[config.mk]
export PLATFORM = sky130hd
export DESIGN_NAME = snrt_pick
export DESIGN_NICKNAME = d
export VERILOG_FILES = /design/src/rtl/core/snrt_pkg.sv /design/src/rtl/core/snrt_pick.sv
export SDC_FILE = /design/constraint.sdc
export NUM_CORES = 1
export LEC_CHECK = 0
export BUFFER_PORTS_ARGS = -buffer_cell sky130_fd_sc_hd__buf_2
export CAP_MARGIN = 25
export CORE_AREA = 10 10 47 49
export DETAILED_ROUTE_END_ITERATION = 7
export DIE_AREA = 0 0 57 59
export GPL_ROUTABILITY_DRIVEN = 0
export PLACE_DENSITY = 0.47
export SYNTH_ARGS = -nofsm -noshare
export SYNTH_HDL_FRONTEND = slang
export SYNTH_SLANG_ARGS = --single-unit
[constraint.sdc]
create_clock -name vclk -period 0.8
set_input_delay 0.04 -clock vclk [all_inputs]
set_output_delay 0.04 -clock vclk [all_outputs]
set_load 0.01 [all_outputs]
[src/rtl/core/snrt_pkg.sv]
// Shared constants, types and codes of the slot and node reservation table.
package snrt_pkg;

  localparam int NODES       = 16;
  localparam int SLOTS       = 16;
  localparam int NODE_W      = (NODES > 1) ? $clog2(NODES) : 1;
  localparam int SLOT_W      = (SLOTS > 1) ? $clog2(SLOTS) : 1;
  localparam int OWNER_W     = 16;
  localparam int CNT_W       = 32;
  localparam int HOUR_W      = 5;
  localparam int SLOT_HOUR_W = 6;
  localparam int NODE_OUT_W  = 4;
  localparam int STATUS_W    = 3;

  localparam logic [HOUR_W-1:0] HOUR_START_RESET = HOUR_W'(8);

  localparam logic REQ_RESERVE = 1'b0;
  localparam logic REQ_CANCEL  = 1'b1;

  typedef enum logic [STATUS_W-1:0] {
    ST_RESERVED  = 3'd0,
    ST_OUTSIDE   = 3'd1,
    ST_FULL      = 3'd2,
    ST_CANCELLED = 3'd3,
    ST_PENALTY   = 3'd4
  } status_t;

  typedef enum logic [2:0] {
    S_IDLE,
    S_CHECK,
    S_RES_NODE,
    S_RES_SLOT,
    S_RES_SUCC,
    S_FAIL,
    S_SCAN,
    S_EMIT
  } state_t;

  typedef logic [NODES-1:0][OWNER_W-1:0] owner_row_t;

  typedef struct packed {
    logic               en;
    logic [SLOT_W-1:0]  slot;
    logic [NODE_W-1:0]  lane;
    logic [OWNER_W-1:0] data;
  } owner_wr_t;

endpackage

[src/rtl/core/snrt_pick.sv]
// Picks the lowest set bit of a node candidate mask.
module snrt_pick (
  input  logic [snrt_pkg::NODES-1:0]  cand,
  output logic                        any,
  output logic [snrt_pkg::NODE_W-1:0] idx
);
  import snrt_pkg::*;

  always_comb begin
    idx = '0;
    for (int i = NODES - 1; i >= 0; i--) begin
      if (cand[i]) begin
        idx = NODE_W'(i);
      end
    end
    any = |cand;
  end

endmodule

## Yosys cells after proc, flatten, opt, wreduce, memory -nomap -nowiden

Cells that the tools add are included.

| storage, ports and cells | value |
|---|---|
| bits in registers | 0 |
| output and inout port bits | 5 |

| operators by class | value |
|---|---|
| multiplexer cells | 16 |
| reduce and logical (&&, ||, !) cells | 1 |

Operators with widths:

| kind | number |
|---|---|
| $mux W4 | 16 |
| $reduce_or A16 Y1 | 1 |

## Logic depth before layout (Yosys ltp)

| logic depth | value |
|---|---|
| depth after elaboration | 16 |
| mapped depth | 4 |
| gate-level depth less buffers | 4 |

## Worst setup path before layout

Ideal clock, no wire load.

| timing | value |
|---|---|
| path kind | input to output |
| start | input port cand[4] in the netlist's numbering |
| end | output port any |
| stages on the path | 3 |
| path slack | -0.012 ns |
| arrival | 0.772 ns |
| path buffers | 0 |
| path through | nor4_2 -> nand3_1 -> or3_1 |

| on the way | value |
|---|---|
| word-level cells in the longest chain between the ends | 1 |

RTL lines:

| element | RTL line | RTL |
|---|---|---|
| start: declaration | snrt_pick.sv:3 | `input logic [snrt_pkg::NODES-1:0] cand,` |
| $reduce_or A16 Y1 | snrt_pick.sv:16 | `any = \|cand;` |
| end: declaration | snrt_pick.sv:4 | `output logic any,` |

No other way between the ends.

## Worst setup path in the final report

Same ends and word-level chain as after synthesis.

==> impl_metrics.json <==
{
  "run_status": "complete, but fails checks",
  "failed_checks": "setup timing",
  "irDropWorstVdd_mv": 0.137,
  "min_path_cells": 5,
  "critPathArrivalTime_ns": 1.01,
  "place_area_sq_um": 383,
  "fp.coreArea_sq_um": 1400,
  "top_usage_layer": "met2",
  "syn_nets": 50,
  "power_density_nw_per_um2": 440,
  "grt_util_all_layers": 0.0457,
  "path_class": "primary input to output pin",
  "ys_types": 17,
  "fin_ws_ns": -0.248,
  "placedCellCount": 80,
  "cp.required_ns": 0.76,
  "drc_errors": 0,
  "crit_fanout": 2,
  "wirelength_um": 886,
  "mostFrequentLayoutCells": "buf_2, buf_4, nand2_1",
  "finalCriticalPeriod_ns": 1.05,
  "ys_warn_count": 0,
  "start_kind": "primary input",
  "layout_commonest_cell": "buf_2",
  "synth_area_per_cell_sq_um": 5.19,
  "seq_cell_count": 0,
  "grt_use_met1": 0.0542,
  "grt_pass1_vias": 347,
  "dp_hpwl_um": 771,
  "final_antenna_net_count": 0,
  "grt_overflow": 0,
  "finalCoreUtilization": 0.363,
  "seq_area_frac_synth": 0,
  "hp-class": "primary input to output pin",
  "grt_use_met2": 0.0806,
  "regArea_sq_um": 0,
  "antenna_found_initial": 0,
  "slew-limit-headroom": 0.825,
  "grt_max_degree": 5,
  "stdcell_count": 81,
  "cap_violations": 0,
  "dieArea_sq_um": 3360,
  "drt-initial-drc-count": 2,
  "num-fill-cells": 159,
  "leakagePower_uw": 0.000231,
  "maxSlewViolCount": 0,
  "globalRouteMet3Util": 0.0172,
  "io_pins": 21,
  "setup_viol": 4,
  "design_area_sq_um": 509,
  "grt_setup_unrepaired": "true",
  "worstSetupEndpointType": "output pin",
  "first_pass_iters": 2,
  "fmaxAchievable_mhz": 954,
  "synth_area_sq_um": 176,
  "port_buffers": 21,
  "pre_cts_slack_ns": -0.282,
  "num_vias": 357,
  "synthCells": 34,
  "finalCritPeriodShare": 1.31,
  "antenna_cells": 0,
  "post_drt_wl_per_cell_um": 10.9,
  "rows": 14,
  "clock_buffers": 0,
  "viasPerCell": 4.41,
  "worstMarginPinSlew_ns": 0.261,
  "die_w_um": 57,
  "fp.dieH_um": 59,
  "final_hold_viol_count": 0,
  "start_util": 0.126,
  "fin_nets": 83,
  "syn2layout_area_growth_pct": 189,
  "drive_above_1_share": 0.662,
  "grt_pass1_wl_um": 1360
}
==> stage by stage <==
| stage | hold slack (ns) | total power (uW) | TNS (ns) |
|---|---|---|---|
| global route | 0.480 | 245 | -0.709 |
| floorplan | 0.160 | 49.1 | 0 |
| finish | 0.442 | 224 | -0.406 |
| global placement | 0.456 | 160 | -0.753 |
| detailed placement | 0.451 | 160 | -0.786 |
| CTS | 0.450 | 201 | -0.470 |
==> area by class of cell <==
| cell class | count | area, sq um | share of cell area |
|---|---|---|---|
| multi-input combinational | 31 | 235 | 0.462 |
| tap | 16 | 20.0 | 0.0393 |
| timing repair buffer | 31 | 238 | 0.467 |
| inverter | 3 | 16.3 | 0.0319 |
==> routing by layer <==
metal / share of wire / routed length (um)
met4: 0 / 0
met1: 0.43 / 385
met3: 0.084 / 74
met5: 0 / 0
met2: 0.48 / 426
==> worst paths after layout <==
kind	from	endpoint	slack, ns
max	cand[4]	any	-0.25
min	cand[4]	idx[3]	0.44
==> cell families after synthesis <==
group | synth area share
buf+inv | 0.0638
compound gates | 0.348
simple gates | 0.589
==> repair_timing <==
action,4_1_cts,5_1_grt
setup endpoints to repair,5,5
setup buffers,0,1
gates resized for setup,24,9
hold buffers,0,0
pin swaps,8,5
==> cells in the mapped netlist, types with 2 or more instances <==
master	number	area share
a31oi_1	2	0.071
inv_1	3	0.064
a21oi_1	3	0.085
nand2_1	5	0.11
o21ai_0	2	0.057
nor2_1	7	0.15
nand3_1	2	0.057
==> critical path: stages <==
cell	delay (ns)
buf_8	0.10
nor4_4	0.28
nand3_1	0.12
or3_4	0.34
buf_6	0.13
==> power breakdown <==
part,switching [uW],internal [uW]
clock network,0,0
registers,0,0
logic,100,124
total,100,124
Power figures use the tool's default switching activity.
