File: src/rtl/core/snrt_pkg.sv
// Shared constants, types and codes of the slot and node reservation table.
package snrt_pkg;

  localparam int NODES       = 16;
  localparam int SLOTS       = 16;
  localparam int NODE_W      = (NODES > 1) ? $clog2(NODES) : 1;
  localparam int SLOT_W      = (SLOTS > 1) ? $clog2(SLOTS) : 1;
  localparam int OWNER_W     = 16;
  localparam int CNT_W       = 32;
  localparam int HOUR_W      = 5;
  localparam int SLOT_HOUR_W = 6;
  localparam int NODE_OUT_W  = 4;
  localparam int STATUS_W    = 3;

  localparam logic [HOUR_W-1:0] HOUR_START_RESET = HOUR_W'(8);

  localparam logic REQ_RESERVE = 1'b0;
  localparam logic REQ_CANCEL  = 1'b1;

  typedef enum logic [STATUS_W-1:0] {
    ST_RESERVED  = 3'd0,
    ST_OUTSIDE   = 3'd1,
    ST_FULL      = 3'd2,
    ST_CANCELLED = 3'd3,
    ST_PENALTY   = 3'd4
  } status_t;

  typedef enum logic [2:0] {
    S_IDLE,
    S_CHECK,
    S_RES_NODE,
    S_RES_SLOT,
    S_RES_SUCC,
    S_FAIL,
    S_SCAN,
    S_EMIT
  } state_t;

  typedef logic [NODES-1:0][OWNER_W-1:0] owner_row_t;

  typedef struct packed {
    logic               en;
    logic [SLOT_W-1:0]  slot;
    logic [NODE_W-1:0]  lane;
    logic [OWNER_W-1:0] data;
  } owner_wr_t;

endpackage

File: src/rtl/core/snrt_row_match.sv
// Compares every owner of one slot row against the requesting user.
module snrt_row_match (
  input  snrt_pkg::owner_row_t         row,
  input  logic [snrt_pkg::NODES-1:0]   taken,
  input  logic [snrt_pkg::OWNER_W-1:0] user,
  output logic [snrt_pkg::NODES-1:0]   match
);
  import snrt_pkg::*;

  always_comb begin
    for (int i = 0; i < NODES; i++) begin
      match[i] = taken[i] && (row[i] == user);
    end
  end

endmodule

File: config.mk
export PLATFORM = sky130hd
export DESIGN_NAME = snrt_row_match
export DESIGN_NICKNAME = d
export VERILOG_FILES = /design/src/rtl/core/snrt_pkg.sv /design/src/rtl/core/snrt_row_match.sv
export SDC_FILE = /design/constraint.sdc
export NUM_CORES = 1
export LEC_CHECK = 0
export BUFFER_PORTS_ARGS = -buffer_cell sky130_fd_sc_hd__buf_4
export CAP_MARGIN = 20
export CORE_AREA = 5 5 114 116
export DETAILED_ROUTE_END_ITERATION = 7
export DIE_AREA = 0 0 119 121
export PLACE_DENSITY = 0.6
export SYNTH_ARGS = -nofsm -noshare
export SYNTH_HDL_FRONTEND = slang
export SYNTH_SLANG_ARGS = --single-unit
File: constraint.sdc
create_clock -name vclk -period 2.8
set_input_delay 0.14 -clock vclk [all_inputs]
set_output_delay 0.14 -clock vclk [all_outputs]
set_load 0.05 [all_outputs]
# After elaboration in Yosys (flattened, before gate mapping)

Cells that the tools add are included.
Widths: inputs -> output; s select.

Equality and inequality tests: 16
Reductions and logical operators: 16

Operator list:

| kind              | number |
|---|---|
| $eq 16x16->1      | 16 |
| $logic_and 1x1->1 | 16 |

Register bits after elaboration: 0
Input port bits: 288

# Logic depth before layout (Yosys ltp)

Gate-level depths: netlist of run 1.

Depth in word-level cells: 2
Gate-level depth with buffers: 5

# Least setup slack after synthesis of run 1

No wires, ideal clock.

Path type: input port to output port
From: in user[8] (netlist bit)
To: out match[11] (netlist bit)
Arrival time: 1.750 ns
Data required time: 2.660 ns
Setup slack: 0.910 ns
Stages: 5
Path buffers: 2
Cell sequence: buf_2 > buf_4 > xnor2_1 > nand4_1 > nor4_2

Longest elaborated chain between the ends: 2

RTL lines:

| item              | line                 | RTL |
|---|---|---|
| from (decl)       | snrt_row_match.sv:5  | `input logic [snrt_pkg::OWNER_W-1:0] user,` |
| $eq 16x16->1      | snrt_row_match.sv:12 | `match[i] = taken[i] && (row[i] == user);` |
| $logic_and 1x1->1 | snrt_row_match.sv:12 |  |
| to (decl)         | snrt_row_match.sv:6  | `output logic [snrt_pkg::NODES-1:0] match` |

No other way between the ends.

# Final worst setup path of run 1

From: in user[13] (netlist bit)
To: out match[0] (netlist bit)

Same word-level chain as after synthesis.

==> results.md, run 1 <==
- Syn_nets: about 670
- Vias/cell: 4.682
- Global Route Usage Sum: 0.2117
- I/O Pins: 304
- Clock power frac: 0
- Post-Syn Area per Cell: between 8 and 9 um2
- Kind of critical path: input port to output port
- Lkg Pwr: around 2.2 nW
- Synth Instances: around 380
- Hpwl dp: between 10000 and 15000 um
- Worst setup EP type: output port
- GP Congestion: ~0.9
- I/O Buffers: ~300
- CP Data Arrival Time: approximately 1.6 ns
- Post-synth top area share: 0.5151
- Cell row count: 40
- Largest net degree at the start of global routing: 17
- Total of max-cap violations: 0
- DR vias: 3760
- Final wirelength: ~16000 um
- Met1 WL: approximately 6000 um
- Wire length per cell: just over 20 um
- Fin cells: approximately 800
- ANT cells: 0
- Comb pwr share: 1.000
- Peak VDD IR: 0.1345 mV
- Most frequent cell after synthesis: xnor2_1
- TritonRoute pass-1 iters: 4
- WL met3: roughly 1200 um
- Ranking of synthesized cells by area: xnor2_1, xor2_1, nor4_2
- Die Span Y: between 100 and 150 um
- Unique masters post-synth: 9
- Placeable core area: between 0.01 and 0.015 mm2
- RSZ-0062 raised after global routing: false
- Tightest Hold Check Type: input port to output port
- Postcts setup bufs: 0
- Remaining Overflow, GRT: 0
- Vias in the first global route: about 4200
- Ordered cell list for the critical path: buf_4 > xor2_1 > nor4_2 > nand4_1 > nor4_2 > buf_4
- TNS Setup: 0 ns
- Nets@finish: 946
- Filler instances: roughly 1200
- Crit path max-delay cell type: nor4_2
- Placed Area: around 0.0055 mm2
- Status: finished, final reports clean
- Switching Fraction: 0.4216
- Initial DRC Count: approximately 120
- Sequential Power Share: 0
- Synth area leader: xnor2_1
- Initial antenna violation count: 0
- Final hold violations: 0
- Fin area: approximately 0.0055 mm2
- Highest fanout seen on the critical path: 16
- FF/Latch Area: 0 um2
- Synth Warn #: 0
- Sw power: ~0.00036 W
- P&R area growth vs syn: 67.34%
- Post-Place Cells: approximately 800
- Layout cell share with drive strength beyond 1: 0.5107
- Internal: about 0.00049 W
- Die Width: ~120 um
- Period utilization: 0.6342
- Routed Antenna Nets: 0
- Final setup fails: 0
- Power Density: 155.7 mW/mm2
- CTS Hold Bufs: 0
- Pins Over Slew Limit: 0
- First-pass GRT wire length: about 24000 um
- Seq/Total Area, Yosys: 0
- Met2 Wirelength: around 8800 um
- FF+latch count: 0
- Clock buffers: 0
- Measured slew at the worst slew-check pin: 0.4113 ns
- Initial core utilization: 0.2764
- Die Area: 0.01440 mm2
- Top sig layer: met4
- Final min period: 1.776 ns
- Peak Freq: 563.1 MHz
- Largest stage delay on the critical path: around 0.34 ns
- Remaining DRCs: 0
- Post-Syn Area: 0.003264 mm2
- Worst hold slack: about 0.66 ns
- Slew headroom: 0.7258
- Most instantiated cells after synthesis: xnor2_1, xor2_1, nand4_1
- Multi-input gate area: 0.002997 mm2
- Post-cts sizing count: 0
- CP Data Required Time: 2.66 ns
- Critical path launch point type: input port
==> area by class of cell <==
type | instances | share of cell area
tap | 147 | 0.03367
multi-input combinational | 352 | 0.5486
timing repair buffer | 304 | 0.4178
==> routing by layer <==
metal | vias to the layer above | GRT usage
met2 | 188 | 0.4189
met1 | 1729 | 0.2374
met3 | 18 | 0.04103
li1 | 1825 | -
met4 | 0 | 0.02752
met5 | - | 0
==> worst paths after layout <==
kind / start / endpoint / cells after the start
hold / removal: taken[10] / match[10] / 4
setup / recovery: user[13] / match[0] / 6
==> worst max-delay path: cells and delay by family <==
family / cells / cell delay (ns)
simple gates: 3 / 0.80
buf+inv: 2 / 0.56
xor+xnor: 1 / 0.13
==> metrics by stage <==
step | utilization | setup slack (ns) | power (W)
6_report | 0.4625 | 1.024 | 0.0008503
3_5_place_dp | 0.4625 | 1.027 | 0.0008533
3_3_place_gp | 0.4625 | 1.015 | 0.0008402
2_1_floorplan | - | 0.9096 | 0.0004556
5_1_grt | 0.4625 | 0.9325 | 0.0009158
4_1_cts | 0.4625 | 1.027 | 0.0008571
==> layout by cell type (no fill, tap or decap) <==
master	count
nand2_1	16
xnor2_1	192
xor2_1	64
nand4_1	48
nor4_1	1
buf_4	304
nor4_2	31
==> kinds of logic after synthesis <==
logic type,after synthesis,synth area share
XOR/XNOR,256,0.6869
buffers and inverters,32,0.08202
AND/OR/NAND/NOR,96,0.2311
==> power by group through the flow <==
stage | Sequential [W] | Clock [W] | Combinational (W)
final | 0 | 0 | 0.000850
after global routing | 0 | 0 | 0.000916
after CTS | 0 | 0 | 0.000857
after detailed placement | 0 | 0 | 0.000853
after global placement | 0 | 0 | 0.000840
after floorplan | 0 | 0 | 0.000456
(Power assumes the default switching activity.)
==> run 2, diff against run 1 <==
==> constraint.sdc (replaced) <==
create_clock -name vclk -period 1.8
set_input_delay 0.09 -clock vclk [all_inputs]
set_output_delay 0.09 -clock vclk [all_outputs]
set_load 0.05 [all_outputs]
==> results.md, run 2 (synthesis results as in run 1) <==
- CTS Hold Bufs: 0
- WL met3: approximately 1400 um
- Kind of critical path: input port to output port
- Remaining DRCs: 0
- Met2 Wirelength: 8968 um
- TritonRoute pass-1 iters: 4
- RSZ-0062 raised after global routing: false
- Critical path launch point type: input port
- Cells on Worst Hold Path: 4
- Peak Freq: 609.7 MHz
- Highest fanout seen on the critical path: 9
- Remaining Overflow, GRT: 0
- Measured slew at the worst slew-check pin: ~0.38 ns
- Lkg Pwr: 2.292 nW
- Final Core Density: 0.4733
- Most frequent cells in the layout: buf_4, xnor2_1, xor2_1
- Met1 WL: ~6300 um
- FF+latch count: 0
- Top sig layer: met4
- Clock buffers: 0
- Layout cell share with drive strength beyond 1: 0.5230
- Postcts setup bufs: 0
- I/O Buffers: about 300
- Vias in the first global route: approximately 4300
- I/O Pins: 304
- Routed Antenna Nets: 0
- Wire length per cell: 20.57 um
- Total of max-cap violations: 0
- Hpwl dp: about 14000 um
- Worst hold start: taken[4]
- Filler instances: between 1000 and 1500
- Initial DRC Count: 104
- P&R area growth vs syn: 71.25%
- Largest net degree at the start of global routing: 17
- Most common cell after layout, fill and taps aside: buf_4
- CP Data Required Time: approximately 1.7 ns
- Worst setup EP type: output port
- TNS Setup: 0 ns
- Power Density: roughly 240 mW/mm2
- Placeable core area: roughly 0.012 mm2
- Tightest Hold Check Type: input port to output port
- Status: finished, final reports clean
- ANT cells: 0
- Cell row count: 40
- Period utilization: 0.9112
- Final wirelength: 16870 um
- Die Span Y: 121 um
- DR vias: between 3000 and 4000
- Nets@finish: a little under 1000
- FF/Latch Area: 0 um2
- Power, Total: around 0.0014 W
- Hold endpoint: match[4]
- Vias/cell: around 4.7
- GP Congestion: ~0.89
- First-pass GRT wire length: ~24000 um
- Die Area: 0.01440 mm2
- Global Route Usage Sum: 0.2191
- Initial core utilization: 0.2764
- Die Width: about 120 um
- Pins Over Slew Limit: 0
- Post-cts sizing count: 0
- Peak VDD IR: 0.1350 mV
- Initial antenna violation count: 0
- Slew headroom: 0.7491
- CP Data Arrival Time: around 1.6 ns
- Final min period: roughly 1.6 ns
- Final hold violations: 0
- Final setup fails: 0
## run 2: cell types whose count changed in the layout (fill, tap and decap cells not counted), sizes merged
cell  previous run  this run
buf            304       321
## run 2: power by group
group	switching (W)	leakage, nW	internal [W]
Combinational	0.000567	2.29	0.000791
Clock	0	0	0
Sequential	0	0	0
## run 2: per-layer routing
| metal | GRT usage | vias up |
|---|---|---|
| met2 | 0.4221 | 210 |
| li1 | - | 1860 |
| met4 | 0.03983 | 0 |
| met1 | 0.2447 | 1753 |
| met3 | 0.05175 | 18 |
| met5 | 0 | - |
## run 2: final cells by class
class | instances | area [um2] | share of cell area
multi-input cells | 352 | 2997 | 0.5360
repair buffers | 321 | 2410 | 0.4311
well taps | 147 | 183.9 | 0.03290
## run 2: worst max-delay path by stage
stage | from | endpoint | slack [ns] | cells after the start
2_1_floorplan | user[8] | match[11] | 0.01 | 5
3_3_place_gp | user[13] | match[0] | 0.16 | 6
3_5_place_dp | user[13] | match[0] | 0.16 | 6
4_1_cts | user[14] | match[14] | 0.15 | 6
5_1_grt | user[6] | match[2] | 0.03 | 7
6_report | user[13] | match[0] | 0.16 | 6
## run 2: critical path, cell delays in order
cell	delay, ns
buf_4	0.18
xor2_1	0.18
nor4_2	0.28
nand4_1	0.21
nor4_2	0.34
buf_4	0.26
## run 2: through the flow
step           cell area [um2]  cells  hold WS (ns)  worst slack, ns
6_report                  5590    820        0.5610           0.1599
5_1_grt                   5590    820        0.5798          0.03360
3_3_place_gp              5590    820        0.5571           0.1643
2_1_floorplan             3264    384        0.3420         0.009593
4_1_cts                   5590    820        0.5639           0.1510
3_5_place_dp              5590    820        0.5637           0.1590
